### src/hdl/u16u8_pkg.sv
// shared types, constants and utf-8 encoding helpers for the utf-16 to utf-8 transcoder
// no dependencies
package u16u8_pkg;

  localparam int CP_W        = 21;
  localparam int QUEUE_DEPTH = 4;
  localparam int QUEUE_AW    = $clog2(QUEUE_DEPTH);
  localparam int QUEUE_CW    = $clog2(QUEUE_DEPTH + 1);

  localparam logic [5:0]      HIGH_TAG  = 6'b110110;
  localparam logic [5:0]      LOW_TAG   = 6'b110111;
  localparam logic [CP_W-1:0] REPL_CP   = 21'h00FFFD;
  localparam logic [CP_W-1:0] SUPP_BASE = 21'h010000;
  localparam logic [2:0]      REPL_LEN  = 3'd3;

  // one unit of work for the byte serializer
  typedef struct packed {
    logic            pre_rep;  // a replacement for a dropped high surrogate comes first
    logic            has_cp;   // a code point follows
    logic            cp_rep;   // that code point is itself a replacement
    logic            last;     // the unit ended the string
    logic [CP_W-1:0] cp;
  } u16u8_job_t;

  function automatic logic [2:0] utf8_len(input logic [CP_W-1:0] cp);
    logic [2:0] len;
    if (cp <= 21'h00007F) begin
      len = 3'd1;
    end else if (cp <= 21'h0007FF) begin
      len = 3'd2;
    end else if (cp <= 21'h00FFFF) begin
      len = 3'd3;
    end else begin
      len = 3'd4;
    end
    return len;
  endfunction

  function automatic logic [7:0] utf8_byte(input logic [CP_W-1:0] cp, input logic [1:0] k);
    logic [2:0] len;
    logic [7:0] b;
    len = utf8_len(cp);
    b   = 8'h00;
    case (len)
      3'd1: b = {1'b0, cp[6:0]};
      3'd2: begin
        case (k)
          2'd0:    b = {3'b110, cp[10:6]};
          default: b = {2'b10, cp[5:0]};
        endcase
      end
      3'd3: begin
        case (k)
          2'd0:    b = {4'b1110, cp[15:12]};
          2'd1:    b = {2'b10, cp[11:6]};
          default: b = {2'b10, cp[5:0]};
        endcase
      end
      default: begin
        case (k)
          2'd0:    b = {5'b11110, cp[20:18]};
          2'd1:    b = {2'b10, cp[17:12]};
          2'd2:    b = {2'b10, cp[11:6]};
          default: b = {2'b10, cp[5:0]};
        endcase
      end
    endcase
    return b;
  endfunction

endpackage

### src/hdl/utf16_to_utf8_transcoder.sv
// top level of the utf-16 to utf-8 transcoder: front end, job queue and byte serializer
// depends on u16u8_pkg, u16u8_front, u16u8_queue and u16u8_back
//
// Takes one UTF-16 code unit per item (in_tdata, in_tlast marks the last unit of a
// string) and gives UTF-8 one byte per item. A surrogate pair gives four bytes on the
// low unit; an unpaired or string-final high surrogate and a lone low surrogate each
// give U+FFFD (EF BF BD) with the replaced flag set, so one unit gives zero to six
// bytes. The output serializer sends one byte per cycle while out_tready is high. A
// four-entry job queue lets units enter while earlier ones are still being serialized;
// a unit's first byte passes through the job queue, the job register and the output
// register.
module utf16_to_utf8_transcoder (
  input  logic        clk,
  input  logic        rst_n,
  input  logic        in_tvalid,
  output logic        in_tready,
  input  logic [15:0] in_tdata,   // [15:0] code_unit
  input  logic        in_tlast,   // last_unit
  output logic        out_tvalid,
  input  logic        out_tready,
  output logic [7:0]  out_tdata,  // [7:0] out_byte
  output logic        out_tlast,  // string_end
  output logic [1:0]  out_tuser   // [0] run_end, [1] replaced
);
  import u16u8_pkg::*;

  u16u8_job_t push_job, head_job;
  logic       push, queue_full, job_avail, pop;
  logic       run_end, replaced;

  u16u8_front u_front (
    .clk        (clk),
    .rst_n      (rst_n),
    .in_valid   (in_tvalid),
    .in_ready   (in_tready),
    .code_unit  (in_tdata),
    .last_unit  (in_tlast),
    .queue_full (queue_full),
    .push       (push),
    .job        (push_job)
  );

  u16u8_queue u_queue (
    .clk       (clk),
    .rst_n     (rst_n),
    .push      (push),
    .push_job  (push_job),
    .full      (queue_full),
    .pop       (pop),
    .not_empty (job_avail),
    .head_job  (head_job)
  );

  u16u8_back u_back (
    .clk        (clk),
    .rst_n      (rst_n),
    .job_avail  (job_avail),
    .head_job   (head_job),
    .pop        (pop),
    .out_valid  (out_tvalid),
    .out_ready  (out_tready),
    .out_byte   (out_tdata),
    .run_end    (run_end),
    .string_end (out_tlast),
    .replaced   (replaced)
  );

  assign out_tuser = {replaced, run_end};

endmodule

### src/hdl/u16u8_front.sv
// front end: accepts utf-16 units, pairs surrogates and emits jobs for the serializer
// depends on u16u8_pkg
module u16u8_front (
  input  logic                  clk,
  input  logic                  rst_n,
  input  logic                  in_valid,
  output logic                  in_ready,
  input  logic [15:0]           code_unit,
  input  logic                  last_unit,
  input  logic                  queue_full,
  output logic                  push,
  output u16u8_pkg::u16u8_job_t job
);
  import u16u8_pkg::*;

  logic [9:0] held_high_bits_r, held_high_bits_nxt;
  logic       held_valid_r, held_valid_nxt;
  logic       is_high, is_low, accept;

  assign in_ready = !queue_full;
  assign accept   = in_valid && in_ready;
  assign is_high  = (code_unit[15:10] == HIGH_TAG);
  assign is_low   = (code_unit[15:10] == LOW_TAG);

  always_comb begin
    held_high_bits_nxt = held_high_bits_r;
    held_valid_nxt     = held_valid_r;
    job.pre_rep        = held_valid_r && !is_low;
    job.has_cp         = 1'b1;
    job.cp_rep         = 1'b0;
    job.last           = last_unit;
    job.cp             = {5'd0, code_unit};
    if (held_valid_r && is_low) begin
      job.cp = SUPP_BASE + {1'b0, held_high_bits_r, code_unit[9:0]};
    end else if (is_high) begin
      if (last_unit) begin
        job.cp     = REPL_CP;
        job.cp_rep = 1'b1;
      end else begin
        job.has_cp = 1'b0;
      end
    end else if (is_low) begin
      job.cp     = REPL_CP;
      job.cp_rep = 1'b1;
    end
    if (accept) begin
      held_valid_nxt     = is_high && !last_unit && !(held_valid_r && is_low);
      held_high_bits_nxt = held_valid_nxt ? code_unit[9:0] : 10'd0;
    end
  end

  assign push = accept && (job.pre_rep || job.has_cp);

  always_ff @(posedge clk) begin
    if (!rst_n) begin
      held_valid_r     <= 1'b0;
      held_high_bits_r <= 10'd0;
    end else begin
      held_valid_r     <= held_valid_nxt;
      held_high_bits_r <= held_high_bits_nxt;
    end
  end

endmodule

### src/hdl/u16u8_queue.sv
// short job queue between the front end and the byte serializer
// depends on u16u8_pkg
module u16u8_queue (
  input  logic                  clk,
  input  logic                  rst_n,
  input  logic                  push,
  input  u16u8_pkg::u16u8_job_t push_job,
  output logic                  full,
  input  logic                  pop,
  output logic                  not_empty,
  output u16u8_pkg::u16u8_job_t head_job
);
  import u16u8_pkg::*;

  u16u8_job_t          mem_r [QUEUE_DEPTH];
  logic [QUEUE_AW-1:0] wr_ptr_r, rd_ptr_r;
  logic [QUEUE_CW-1:0] count_r;
  logic                do_push, do_pop;

  assign full      = (count_r == QUEUE_CW'(QUEUE_DEPTH));
  assign not_empty = (count_r != '0);
  assign do_push   = push && !full;
  assign do_pop    = pop && not_empty;
  assign head_job  = mem_r[rd_ptr_r];

  always_ff @(posedge clk) begin
    if (do_push) begin
      mem_r[wr_ptr_r] <= push_job;
    end
  end

  always_ff @(posedge clk) begin
    if (!rst_n) begin
      wr_ptr_r <= '0;
      rd_ptr_r <= '0;
      count_r  <= '0;
    end else begin
      if (do_push) begin
        wr_ptr_r <= (wr_ptr_r == QUEUE_AW'(QUEUE_DEPTH - 1)) ? '0 : wr_ptr_r + QUEUE_AW'(1);
      end
      if (do_pop) begin
        rd_ptr_r <= (rd_ptr_r == QUEUE_AW'(QUEUE_DEPTH - 1)) ? '0 : rd_ptr_r + QUEUE_AW'(1);
      end
      if (do_push && !do_pop) begin
        count_r <= count_r + QUEUE_CW'(1);
      end else if (do_pop && !do_push) begin
        count_r <= count_r - QUEUE_CW'(1);
      end
    end
  end

endmodule

### src/hdl/u16u8_back.sv
// back end: turns one job into utf-8 bytes, one per cycle while the output is not stalled, through an output register
// depends on u16u8_pkg
module u16u8_back (
  input  logic                  clk,
  input  logic                  rst_n,
  input  logic                  job_avail,
  input  u16u8_pkg::u16u8_job_t head_job,
  output logic                  pop,
  output logic                  out_valid,
  input  logic                  out_ready,
  output logic [7:0]            out_byte,
  output logic                  run_end,
  output logic                  string_end,
  output logic                  replaced
);
  import u16u8_pkg::*;

  u16u8_job_t job_r;
  logic       job_valid_r;
  logic [2:0] idx_r;
  logic       out_valid_r;
  logic [7:0] out_byte_r;
  logic       run_end_r, string_end_r, replaced_r;

  logic [2:0] pre_cnt, main_cnt, total;
  logic       in_pre, last_byte, emit;
  logic [2:0] main_idx;
  logic [7:0] byte_nxt;
  logic       rep_nxt;

  always_comb begin
    pre_cnt   = job_r.pre_rep ? REPL_LEN : 3'd0;
    main_cnt  = job_r.has_cp ? utf8_len(job_r.cp) : 3'd0;
    total     = pre_cnt + main_cnt;
    in_pre    = job_r.pre_rep && (idx_r < REPL_LEN);
    main_idx  = idx_r - pre_cnt;
    last_byte = (idx_r == total - 3'd1);
    if (in_pre) begin
      byte_nxt = utf8_byte(REPL_CP, idx_r[1:0]);
      rep_nxt  = 1'b1;
    end else begin
      byte_nxt = utf8_byte(job_r.cp, main_idx[1:0]);
      rep_nxt  = job_r.cp_rep;
    end
  end

  // a byte of the loaded job moves into the output register whenever it is free or being drained
  assign emit = job_valid_r && (!out_valid_r || out_ready);
  assign pop  = !job_valid_r || (emit && last_byte);

  always_ff @(posedge clk) begin
    if (!rst_n) begin
      job_valid_r <= 1'b0;
      idx_r       <= 3'd0;
      out_valid_r <= 1'b0;
    end else begin
      if (pop) begin
        job_valid_r <= job_avail;
        idx_r       <= 3'd0;
      end else if (emit) begin
        idx_r <= idx_r + 3'd1;
      end
      if (emit) begin
        out_valid_r <= 1'b1;
      end else if (out_ready) begin
        out_valid_r <= 1'b0;
      end
    end
  end

  always_ff @(posedge clk) begin
    if (pop && job_avail) begin
      job_r <= head_job;
    end
    if (emit) begin
      out_byte_r   <= byte_nxt;
      run_end_r    <= last_byte;
      string_end_r <= last_byte && job_r.last;
      replaced_r   <= rep_nxt;
    end
  end

  assign out_valid  = out_valid_r;
  assign out_byte   = out_byte_r;
  assign run_end    = run_end_r;
  assign string_end = string_end_r;
  assign replaced   = replaced_r;

endmodule

### config.mk
export PLATFORM = sky130hd
export DESIGN_NAME = utf16_to_utf8_transcoder
export DESIGN_NICKNAME = d
export VERILOG_FILES = /design/src/hdl/u16u8_pkg.sv /design/src/hdl/utf16_to_utf8_transcoder.sv /design/src/hdl/u16u8_front.sv /design/src/hdl/u16u8_queue.sv /design/src/hdl/u16u8_back.sv
export SDC_FILE = /design/constraint.sdc
export NUM_CORES = 1
export LEC_CHECK = 0
export ABC_AREA = 0
export BUFFER_PORTS_ARGS = -buffer_cell sky130_fd_sc_hd__clkbuf_2
export CAP_MARGIN = 20
export CORE_AREA = 2 2 128 130
export CTS_CLUSTER_DIAMETER = 60
export CTS_CLUSTER_SIZE = 25
export DETAILED_ROUTE_END_ITERATION = 10
export DIE_AREA = 0 0 130 132
export REMOVE_ABC_BUFFERS = 1
export SLEW_MARGIN = 20
export SYNTH_ARGS = -nofsm -noshare
export SYNTH_HDL_FRONTEND = slang
export SYNTH_HIERARCHICAL = 1
export SYNTH_SLANG_ARGS = --single-unit
### constraint.sdc
create_clock -name clk -period 5.5 [get_ports clk]
set_input_delay 0.825 -clock clk [delete_from_list [all_inputs] [get_ports clk]]
set_output_delay 0.825 -clock clk [all_outputs]
set_load 0.05 [all_outputs]
==> qor.yml <==
status: "finished, final reports clean"
dr.pass1.iters: 5
initial_utilization_pct: 44.5
finalWirelength_um: 13300
switching_power_w: 0.00150
syn_inst: 439
cts_tree: "done"
post-route-period-util_pct: 77.5
arrival_ns: 4.58
groute.usage.overall_pct: 16.9
antenna_found_initial: 0
synth_edf_count: 136
ant_nets: 0
wl_per_cell_um: 18.7
final-hold-violation-count: 0
worst_pin_slew_ns: 1.03
hp-class: "reg -> reg"
relSlewSlack_pct: 31.4
drc: 0
synth_top_area_cell: "edfxtp_1"
rsz0062_at_grt: "no"
clockBufferDepth: 2
syn_area_um2: 7000
crit_type: "reg -> reg"
layout_commonest_cell: "edfxtp_1"
ys_types: 68
drtIter0Drc: 306
cts_inserted_buffers: 17
fin_ws_ns: 1.24
diodes: 0
cts.clk_slew.worst_paths_ns: 0.06
grt_max_degree: 26
critical_path_required_ns: 5.82
fp.dieArea_um2: 17200
irDropWorstVdd_v: 0.000258
p_leak_nw: 2.84
synthTopCellsByArea: "edfxtp_1 58%, dfxtp_1 7.2%, mux4_2 6.4%"
die_height_um: 132
crit_path_end_kind: "register"
clock_sinks: 161
clock_skew_ns: 0.0134
numPortBuffers: 33
post_cts_buffers: 0
dpl_worst_slack_ns: 1.27
final_cell_mix: "136 x edfxtp_1, 33 x clkbuf_2, 25 x dfxtp_1"
p_seq_share_pct: 41.1
power.density_nw_per_um2: 563
yosysSeqAreaShare_pct: 65.5
dp_hpwl_um: 9030
synthArstFlopShare_pct: 0
crit_fanout: 5
grt_pass1_wl_um: 21600
ctsResizeCount: 0
period_needed_ns: 4.26
ctsRootBufferMaster: "clkbuf_16"
postCtsHoldBufs: 0
clock_latency_ns: 0.42
viasPerCell: 5.46
ys_warn_count: 6
vias: 3879
p_int_w: 0.00297
synth_seq_cells: 161
gp_congestion: 0.832
first_global_vias: 3973
p_sw_share_pct: 33.6
grt_overflow: 0
core_area_um2: 15700
slew_viol_final: 0
synth_top_cell_area_share_pct: 58.4
clock.fmax_ghz: 0.235
setup_violations: 0
syn_avg_cell_area_um2: 15.9
drive_gt1_share_pct: 21.1
clock_power_share_pct: 25.7
ioPinCount: 34
drv_cap: 0
worst_hold_slack_ns: 0.481
tns_ns: 0
ys.flop_type: "edfxtp_1"
critPathLaunchType: "register"
num_rows: 46
h-tree-depth: 4
die_w_um: 130
area_growth_pct: 13.4
num-nets-final: 518
p_comb_share_pct: 33.1
[synth_stat cells (4+ instances only)]
cell type  instances
or2_1              9
nor2b_1            6
a211oi_1           8
nor3_1             6
and2_1             7
nand2_1           20
dfxtp_1           25
mux4_1             7
mux2i_1           10
a22o_1            10
nand3_1           13
o21ai_0           11
buf_2              7
o21a_1             4
nand2b_1           4
edfxtp_1         136
inv_1             15
o211ai_1           4
or3_1              4
ha_1              15
nor2_1            20
xnor2_1            5
a21oi_1            7
xor2_1             4
mux4_2            20
[power groups by stage]
stage	registers, W	logic, W	clock network [W]
after CTS	0.00184	0.00149	0.00118
final	0.00184	0.00148	0.00115
after global placement	0.00185	0.00148	0
after floorplan	0.00199	0.000936	0
after global routing	0.00187	0.00162	0.00123
after detailed placement	0.00186	0.00149	0
[critical path: stages (launching register included)]
cell and delay, ns:
edfxtp_1 0.44, or4_2 0.78, o211ai_1 0.24, ha_1 0.26
inv_1 0.06, ha_1 0.15, xor2_1 0.17, xnor2_1 0.16
xnor2_1 0.10, nand2_1 0.14, o21ai_0 0.10, o31ai_1 0.18
ha_1 0.29, inv_1 0.07, fa_1 0.37, xor2_1 0.17
or3_1 0.30, a21boi_0 0.20
[stage by stage]
step                      util, %  area [µm²]  total power, W  std cells
after floorplan                 -        6850         0.00293        421
after global placement       46.8        7350         0.00334        678
after detailed placement     46.8        7350         0.00335        678
after CTS                    50.5        7930         0.00451        710
after global routing         50.5        7930         0.00473        710
final                        50.5        7930         0.00446        710
[cells by family (layout without fill, tap and decap cells)]
family	Yosys count	count (layout)	synth area share [%]
compound gates	71	71	7.40
xor+xnor	11	11	1.82
fa+ha+maj	16	16	2.97
buf+inv	33	88	2.90
flops	161	161	65.5
mux	39	39	10.8
simple gates	108	108	8.55
[final timing paths]
path | slack, ns | start | to | depth (start not counted)
hold / removal | 0.48 | u_front/held_high_bits_r[1]$_SDFFE_PN0P_ | u_front/held_high_bits_r[1]$_SDFFE_PN0P_ | 1
setup / recovery | 1.24 | u_back/job_r[8]$_DFFE_PP_ | u_queue/count_r[2]$_SDFFE_PN0P_ | 17
hold reg to reg | 0.48 | u_front/held_high_bits_r[1]$_SDFFE_PN0P_ | u_front/held_high_bits_r[1]$_SDFFE_PN0P_ | 1
setup reg to reg | 1.24 | u_back/job_r[8]$_DFFE_PP_ | u_queue/count_r[2]$_SDFFE_PN0P_ | 17
[final cells by class]
cell class / count / area, µm²
clock buffer: 20 / 437
clock inverter: 12 / 143
fill: 1321 / 7780
inverter: 15 / 56.3
multi-input combinational: 245 / 2210
sequential: 161 / 4580
tap: 216 / 270
timing repair buffer: 41 / 225
[sequential cells by signal (all words and copies together) (netlist names), named ones only]
| register | cells |
|---|---|
| u_back/idx_r | 3 |
| u_back/string_end | 1 |
| u_back/job_r | 25 |
| u_queue/mem_r | 100 |
| u_back/replaced | 1 |
| u_back/out_valid | 1 |
| u_queue/count_r | 3 |
| u_back/job_valid_r | 1 |
| u_queue/rd_ptr_r | 2 |
| u_front/held_high_bits_r | 10 |
| u_back/run_end | 1 |
| u_back/out_byte | 8 |
| u_front/held_valid_r | 1 |
| u_queue/wr_ptr_r | 2 |
[layer usage]
layer	track usage [%]	wire length (µm)	up-vias
met2	26.8	6500	93
met4	6.57	218	0
met1	22.8	6110	1960
li1	-	-	1810
met5	0	0	-
met3	3.94	472	16
No activity file was read; power rests on OpenSTA's default activity.
